## src/sv/prle_pkg.sv

```systemverilog
// ----------------------------------------------------------------------------
// prle_pkg
// Shared types and codes for the page run-length encoder.
// ----------------------------------------------------------------------------
package prle_pkg;

  localparam int unsigned GRP_SLOTS = 4;

  localparam logic [1:0] MODE_COPY = 2'd0;

  localparam logic CFG_IDX_MODE  = 1'b0;
  localparam logic CFG_IDX_LIMIT = 1'b1;

  localparam logic STATUS_OK       = 1'b0;
  localparam logic STATUS_NO_SPACE = 1'b1;

  // one result byte with its side fields
  typedef struct packed {
    logic [7:0]  data;
    logic        last;
    logic        status;
    logic [13:0] size;
  } entry_t;

  // all results caused by one input byte
  typedef struct packed {
    entry_t [GRP_SLOTS-1:0] slot;
    logic   [2:0]           cnt;
  } group_t;

endpackage

```

## src/sv/prle_out_buf.sv

```systemverilog
// ----------------------------------------------------------------------------
// prle_out_buf
// Holds the result group of one input byte and sends it one byte per transfer.
// ----------------------------------------------------------------------------
module prle_out_buf (
  input  logic              clk,
  input  logic              rst_n,
  input  logic              load,
  input  prle_pkg::group_t  grp,
  output logic              ready,
  output logic              out_valid,
  input  logic              out_stall,
  output logic [7:0]        out_byte,
  output logic              out_last,
  output logic              out_status,
  output logic [13:0]       out_total_size
);

  prle_pkg::group_t grp_r;
  logic [1:0]       idx_r;
  logic             busy_r;
  logic             drain_last;
  prle_pkg::entry_t cur;

  assign cur        = grp_r.slot[idx_r];
  assign drain_last = busy_r && !out_stall && (({1'b0, idx_r} + 3'd1) == grp_r.cnt);
  assign ready      = !busy_r || drain_last;

  assign out_valid      = busy_r;
  assign out_byte       = cur.data;
  assign out_last       = cur.last;
  assign out_status     = cur.status;
  assign out_total_size = cur.size;

  always_ff @(posedge clk) begin
    if (!rst_n) begin
      busy_r    <= 1'b0;
      idx_r     <= 2'd0;
      grp_r.cnt <= 3'd0;
    end else if (load) begin
      grp_r  <= grp;
      idx_r  <= 2'd0;
      busy_r <= 1'b1;
    end else if (drain_last) begin
      busy_r <= 1'b0;
    end else if (busy_r && !out_stall) begin
      idx_r <= idx_r + 2'd1;
    end
  end

  a_load_when_ready: assert property (@(posedge clk) disable iff (!rst_n)
    load |-> ready)
    else $error("group loaded while previous group still draining");

  a_cnt_range: assert property (@(posedge clk) disable iff (!rst_n)
    busy_r |-> (grp_r.cnt != 3'd0 && grp_r.cnt <= 3'd4 && {1'b0, idx_r} < grp_r.cnt))
    else $error("slot index outside group");

  a_hold_on_stall: assert property (@(posedge clk) disable iff (!rst_n)
    (busy_r && out_stall) |=> (busy_r && $stable(idx_r)))
    else $error("result moved while stalled");

  a_nospace_is_last: assert property (@(posedge clk) disable iff (!rst_n)
    (busy_r && cur.status == prle_pkg::STATUS_NO_SPACE) |-> cur.last)
    else $error("no-space result not marked last");

endmodule

```

## src/sv/page_run_length_encoder_core.sv

```systemverilog
// ----------------------------------------------------------------------------
// page_run_length_encoder_core
// Run-length encoder for pages: count/value pairs, copy mode, output limit.
// ----------------------------------------------------------------------------
//  channel | ports                                   | flow
//  --------+-----------------------------------------+---------------------
//  in      | in_valid in_stall in_data_byte in_page_end     | bytes of a page
//  out     | out_valid out_stall out_byte out_last          | result bytes
//          | out_status out_total_size                      |
//  cfg     | cfg_wr_en cfg_index cfg_data                   | mode and limit
//
// An input byte is encoded in the cycle of its transfer and leaves 0 to 4
// result bytes in the output group buffer, which sends one per cycle while
// out_stall is low. in_stall is high while a group is still draining, except
// in the cycle of its last transfer.
// Reset sets mode 1 and limit 8192 and clears run and page state at once.

module page_run_length_encoder_core #(
  parameter int unsigned MAX_RUN   = 255,
  parameter int unsigned LIMIT_MAX = 8192
) (
  input  logic        clk,
  input  logic        rst_n,
  input  logic        in_valid,
  output logic        in_stall,
  input  logic [7:0]  in_data_byte,
  input  logic        in_page_end,
  output logic        out_valid,
  input  logic        out_stall,
  output logic [7:0]  out_byte,
  output logic        out_last,
  output logic        out_status,
  output logic [13:0] out_total_size,
  input  logic        cfg_wr_en,
  input  logic        cfg_index,
  input  logic [13:0] cfg_data
);

  localparam logic [7:0]  MaxRun8   = 8'(MAX_RUN);
  localparam logic [16:0] LimitMax17 = 17'(LIMIT_MAX);

  logic [1:0]  mode_r;
  logic [13:0] limit_r;

  logic [7:0]  run_value_r, run_value_nxt;
  logic [7:0]  run_count_r, run_count_nxt;
  logic [13:0] bytes_out_r, bytes_out_nxt;
  logic        failed_r, failed_nxt;

  logic              buf_ready;
  logic              in_xfer;
  prle_pkg::group_t  grp;

  logic [14:0] lim;
  logic        copy_mode;
  logic        flush_first;
  logic        fail;
  logic [13:0] bo_a;
  logic [7:0]  rc_a;
  logic [14:0] need;

  assign in_stall  = !buf_ready;
  assign in_xfer   = in_valid && !in_stall;
  assign copy_mode = (mode_r == prle_pkg::MODE_COPY);

  // saturate limit
  assign lim = ({3'b000, limit_r} > LimitMax17) ? 15'(LIMIT_MAX) : {1'b0, limit_r};

  always_comb begin
    grp           = '0;
    run_value_nxt = run_value_r;
    run_count_nxt = run_count_r;
    bytes_out_nxt = bytes_out_r;
    failed_nxt    = failed_r;
    fail          = 1'b0;
    bo_a          = bytes_out_r;
    rc_a          = run_count_r;
    need          = '0;
    flush_first   = 1'b0;

    if (failed_r) begin
      if (in_page_end) begin
        run_value_nxt = '0;
        run_count_nxt = '0;
        bytes_out_nxt = '0;
        failed_nxt    = 1'b0;
      end
    end else begin
      flush_first = (run_count_r != 8'd0) &&
                    (copy_mode || in_data_byte != run_value_r || run_count_r >= MaxRun8);
      if (flush_first) begin
        if (({1'b0, bytes_out_r} + 15'd2) > lim) begin
          fail = 1'b1;
        end else begin
          grp.slot[0] = '{data: run_count_r, last: 1'b0, status: prle_pkg::STATUS_OK,
                          size: 14'd0};
          grp.slot[1] = '{data: run_value_r, last: 1'b0, status: prle_pkg::STATUS_OK,
                          size: 14'd0};
          grp.cnt     = 3'd2;
          bo_a        = bytes_out_r + 14'd2;
          rc_a        = 8'd0;
        end
      end

      if (!fail) begin
        if (copy_mode) begin
          need = {1'b0, bo_a} + 15'd1;
          if (need > lim) begin
            fail = 1'b1;
          end else begin
            grp.slot[grp.cnt[1:0]] = '{data: in_data_byte, last: in_page_end,
                                       status: prle_pkg::STATUS_OK,
                                       size: in_page_end ? need[13:0] : 14'd0};
            grp.cnt       = grp.cnt + 3'd1;
            bytes_out_nxt = need[13:0];
            run_count_nxt = 8'd0;
          end
        end else begin
          if (rc_a == 8'd0) begin
            run_value_nxt = in_data_byte;
            run_count_nxt = 8'd1;
          end else begin
            run_value_nxt = run_value_r;
            run_count_nxt = rc_a + 8'd1;
          end
          bytes_out_nxt = bo_a;
          if (in_page_end) begin
            need = {1'b0, bo_a} + 15'd2;
            if (need > lim) begin
              fail = 1'b1;
            end else begin
              grp.slot[grp.cnt[1:0]]        = '{data: run_count_nxt, last: 1'b0,
                                                status: prle_pkg::STATUS_OK, size: 14'd0};
              grp.slot[grp.cnt[1:0] + 2'd1] = '{data: run_value_nxt, last: 1'b1,
                                                status: prle_pkg::STATUS_OK,
                                                size: need[13:0]};
              grp.cnt = grp.cnt + 3'd2;
            end
          end
        end
      end

      // a finished page clears state; fail overrides below
      if (in_page_end && !fail) begin
        run_value_nxt = '0;
        run_count_nxt = '0;
        bytes_out_nxt = '0;
      end

      if (fail) begin
        grp.slot[grp.cnt[1:0]] = '{data: 8'd0, last: 1'b1,
                                   status: prle_pkg::STATUS_NO_SPACE, size: 14'd0};
        grp.cnt       = grp.cnt + 3'd1;
        run_value_nxt = '0;
        run_count_nxt = '0;
        bytes_out_nxt = '0;
        failed_nxt    = !in_page_end;
      end
    end
  end

  always_ff @(posedge clk) begin
    if (!rst_n) begin
      mode_r      <= 2'd1;
      limit_r     <= 14'd8192;
      run_value_r <= '0;
      run_count_r <= '0;
      bytes_out_r <= '0;
      failed_r    <= 1'b0;
    end else begin
      if (cfg_wr_en) begin
        unique case (cfg_index)
          prle_pkg::CFG_IDX_MODE:  mode_r  <= cfg_data[1:0];
          prle_pkg::CFG_IDX_LIMIT: limit_r <= cfg_data;
          default: ;
        endcase
      end
      if (in_xfer) begin
        run_value_r <= run_value_nxt;
        run_count_r <= run_count_nxt;
        bytes_out_r <= bytes_out_nxt;
        failed_r    <= failed_nxt;
      end
    end
  end

  prle_out_buf u_out_buf (
    .clk            (clk),
    .rst_n          (rst_n),
    .load           (in_xfer && grp.cnt != 3'd0),
    .grp            (grp),
    .ready          (buf_ready),
    .out_valid      (out_valid),
    .out_stall      (out_stall),
    .out_byte       (out_byte),
    .out_last       (out_last),
    .out_status     (out_status),
    .out_total_size (out_total_size)
  );

  a_run_bounded: assert property (@(posedge clk) disable iff (!rst_n)
    run_count_r <= MaxRun8)
    else $error("run longer than maximum");

  a_failed_no_run: assert property (@(posedge clk) disable iff (!rst_n)
    failed_r |-> (run_count_r == 8'd0 && bytes_out_r == 14'd0))
    else $error("dropped page still holds state");

  // the limit may be lowered inside a page, so only growth is checked
  a_bytes_in_limit: assert property (@(posedge clk) disable iff (!rst_n)
    $past(in_xfer) && !$past(cfg_wr_en) && (bytes_out_r > $past(bytes_out_r))
      |-> ({1'b0, bytes_out_r} <= lim))
    else $error("output count over limit");

endmodule

```

## config.mk

```make
export PLATFORM = sky130hd
export DESIGN_NAME = page_run_length_encoder_core
export DESIGN_NICKNAME = d
export VERILOG_FILES = /design/src/sv/prle_pkg.sv /design/src/sv/prle_out_buf.sv /design/src/sv/page_run_length_encoder_core.sv
export SDC_FILE = /design/constraint.sdc
export NUM_CORES = 1
export LEC_CHECK = 0
export BUFFER_PORTS_ARGS = -buffer_cell sky130_fd_sc_hd__buf_2
export CAP_MARGIN = 20
export CORE_UTILIZATION = 62
export CTS_CLUSTER_SIZE = 28
export DETAILED_ROUTE_END_ITERATION = 16
export HOLD_SLACK_MARGIN = 0.08
export PLACE_DENSITY = 0.81
export SETUP_SLACK_MARGIN = 0.4
export SYNTH_ARGS = -nofsm -noshare
export SYNTH_HDL_FRONTEND = slang
export SYNTH_HIERARCHICAL = 1
export SYNTH_SLANG_ARGS = --single-unit
export TNS_END_PERCENT = 1
```

## constraint.sdc

```tcl
create_clock -name clk -period 12.99 [get_ports clk]
set_input_delay 1.299 -clock clk [delete_from_list [all_inputs] [get_ports clk]]
set_output_delay 1.299 -clock clk [all_outputs]
set_load 0.01 [all_outputs]
```

==> impl_metrics.env <==
export IMPL_status="finished clean"
export IMPL_clock_skew_ns=0.00967
export IMPL_antenna_found_initial=0
export IMPL_path_buf_inv=6
export IMPL_synth_distinct_cells=92
export IMPL_slowest_stage="a311oi_2"
export IMPL_clkTransAtPathRegs_ns=0.07
export IMPL_tightestPinTransition_ns=1.10
export IMPL_grt_use_total_pct=34.7
export IMPL_cts_resized=0
export IMPL_seq_area_frac_synth_pct=39.8
export IMPL_syn_nets=1104
export IMPL_timing_rr_end="u_out_buf/grp_r[39]"
export IMPL_hold_violations=0
export IMPL_antenna_left=0
export IMPL_crit_type="flop to flop"
export IMPL_core_um2=15400
export IMPL_hp_class="flop to flop"
export IMPL_dr_pass1_iters=6
export IMPL_pre_cts_slack_ns=2.01
export IMPL_yosys_warnings=6
export IMPL_min_from="limit_r[9]"
export IMPL_syn_area_um2=9910
export IMPL_whs_path_depth=2
export IMPL_grt_pass1_wl_mm=42.5
export IMPL_worst_ep_arrival_time_ns=11.16
export IMPL_portBuffers=54
export IMPL_worst_path_largest_cell_delay_ns=0.67
export IMPL_tns_ns=0
export IMPL_cpMostUsedCell="ha_1"
export IMPL_timing_hold_ws_ns=0.485
export IMPL_synthCells=1021
export IMPL_start_util_pct=64.2
export IMPL_finalWeightedCongestion=0.994
export IMPL_worstHoldEndpoint="limit_r[9]"
export IMPL_ir_worst_vdd_mv=0.102
export IMPL_ff2ff_path_depth=38
export IMPL_final_cells=1265
export IMPL_dieArea_um2=16500
export IMPL_post_cts_buffers=0
export IMPL_period_share_pct=85.1
export IMPL_crit_cells=38
export IMPL_design_area_um2=10800
export IMPL_via_per_inst=6.66
export IMPL_fmax_mhz=90.4
export IMPL_finalSetupViolCount=0
export IMPL_cts_hold_buf=0
export IMPL_cts_buffers=17
export IMPL_insertion_delay_ns=0.43
export IMPL_drc=0
export IMPL_clock_sinks=149
export IMPL_synth_main_ff_cell="edfxtp_1"
export IMPL_multiInputGateArea_um2=5430
export IMPL_p_leak_nw=3.95
export IMPL_power_density_nw_per_um2=140
export IMPL_clockBufferDepth=2
export IMPL_fp_dieW_um=128
export IMPL_wl_mm=27.8
export IMPL_io_pins=55
export IMPL_fin_nets=1124
export IMPL_rsz0062_at_grt="false"
export IMPL_timing_slew_headroom_pct=25.9
export IMPL_synthArstFlopShare_pct=0
export IMPL_dpl_hpwl_mm=19.6
export IMPL_cts_root_buf="clkbuf_16"
export IMPL_fin_ws_ns=1.93
export IMPL_first_global_vias=7701
export IMPL_crit_family="compound AO/OA/AOI/OAI gates"
export IMPL_dpl_cell_count=1231
export IMPL_period_needed_ns=11.06
export IMPL_required_ns=13.10
export IMPL_ys_seq_elements=149
export IMPL_drt_iter0_markers=1083
export IMPL_via_count=8428
export IMPL_regToRegSetupSlack_ns=1.93
export IMPL_cts_htree_levels=4
export IMPL_grt_start_max_net_pins=97
export IMPL_fillCellCount=1185
export IMPL_num_rows=45
export IMPL_drive_above_1_share_pct=14.0
export IMPL_die_y_um=128
export IMPL_grt_overflow=0
export IMPL_r2r_start="bytes_out_r[1]"
export IMPL_placed_area_um2=10200
export IMPL_critical_path_max_fanout=63
export IMPL_final_max_slew_viol_count=0
export IMPL_synth_edf_count=96
export IMPL_startpoint_type="flop"
export IMPL_cts_tree="built"
export IMPL_end_kind="flop"
export IMPL_area_growth_pct=9.01
export IMPL_synth_area_per_cell_um2=9.71
export IMPL_diodes=0
export IMPL_register_area_um2=3950
export IMPL_p_total_mw=1.51
export IMPL_max_cap_violations=0
export IMPL_drt_wirelength_per_cell_um=21.9
export IMPL_fin_util_pct=70.0
==> state kept, by name, indices dropped and copies added, names as in the netlist <==
register,flops
bytes_out_r,14
failed_r,1
limit_r,14
mode_r,2
run_count_r,8
run_value_r,8
u_out_buf/grp_r,99
u_out_buf/idx_r,2
u_out_buf/out_valid,1
==> cell type report <==
cell class,count,area share (%)
Timing Repair Buffer,64,3.45
Tap cell,211,2.44
Inverter,54,1.88
Clock inverter,12,1.44
Multi-Input combinational cell,755,50.2
Sequential cell,149,36.5
Clock buffer,20,4.04
==> cells in the final DEF, fill, tap and decap left out, drive strengths merged, types with 10 or more instances in the layout <==
cell and count:
nor2 97, a21oi 38, nor2b 17, nor4 22
xnor2 42, nand4 25, clkbuf 20, a22o 16
nand2 109, o21ai 40, a21boi 22, buf 64
xor2 13, inv 55, ha 54, dfxtp 53
edfxtp 96, nor3 21, and2 15, nand3 51
o31ai 10, mux4 24
==> how the worst max path moves through the flow <==
stage | slack, ns | end | from
floorplan | 2.70 | u_out_buf/grp_r[10] | bytes_out_r[1]
global placement | 2.42 | u_out_buf/grp_r[87] | bytes_out_r[1]
detailed placement | 2.01 | u_out_buf/grp_r[63] | bytes_out_r[1]
CTS | 1.98 | u_out_buf/grp_r[59] | bytes_out_r[1]
global route | 1.31 | u_out_buf/grp_r[63] | bytes_out_r[1]
finish | 1.93 | u_out_buf/grp_r[39] | bytes_out_r[1]
==> report_power, final <==
part | internal, mW | leakage [nW] | switching, mW
sequential | 0.566 | 1.32 | 0.0438
clock | 0.302 | 0.284 | 0.201
combinational | 0.146 | 2.34 | 0.252
==> cells by family (layout without fill, tap and decap cells) <==
logic type	Yosys count	in the layout	synth area share [%]
XOR/XNOR	55	55	5.01
flip-flops	149	149	39.8
adder cells (fa/ha/maj)	54	54	6.82
AO/OA/AOI/OAI	206	206	15.4
buffers and inverters	117	150	5.47
AND/OR/NAND/NOR	403	403	20.4
multiplexers	37	37	7.08
==> Yosys cell counts, types with 6 or more instances <==
library cell	instances	share of area, %
mux4_1	6	1.6
a31oi_1	7	0.44
nor2_1	95	3.6
edfxtp_1	96	29
buf_4	6	0.45
nand2b_1	9	0.57
nor2b_1	17	1.1
nand2_1	108	4.1
dfxtp_1	53	11
xor2_1	11	0.97
nor4_1	21	1.3
mux2i_1	9	0.91
ha_1	54	6.8
nand3_1	50	2.5
a22o_1	16	1.4
a22oi_1	6	0.45
xnor2_1	42	3.7
o31ai_1	10	0.76
and3_1	8	0.50
buf_2	18	0.91
and2_1	15	0.95
o21ai_0	38	1.9
a21boi_0	22	1.7
a21o_1	6	0.45
inv_1	52	2.0
nor3_1	21	1.1
a211oi_1	8	0.61
nand4_1	23	1.5
mux4_2	18	4.1
clkbuf_1	31	1.2
a21oi_1	36	1.8
==> tightest hold or removal path, stage by stage (launching register included) <==
cell and delay (ns):
dfxtp_1 0.32, nand2_1 0.05, a21boi_0 0.06
==> routing by layer <==
metal / global-route usage [%] / share of wire (%) / wire (µm)
met4: 13.9 / 2.9 / 792
met1: 48.2 / 42 / 11800
met2: 50.7 / 43 / 12000
met5: 0 / 0 / 0
met3: 10.6 / 12 / 3220
Power figures use the tool's default switching activity.
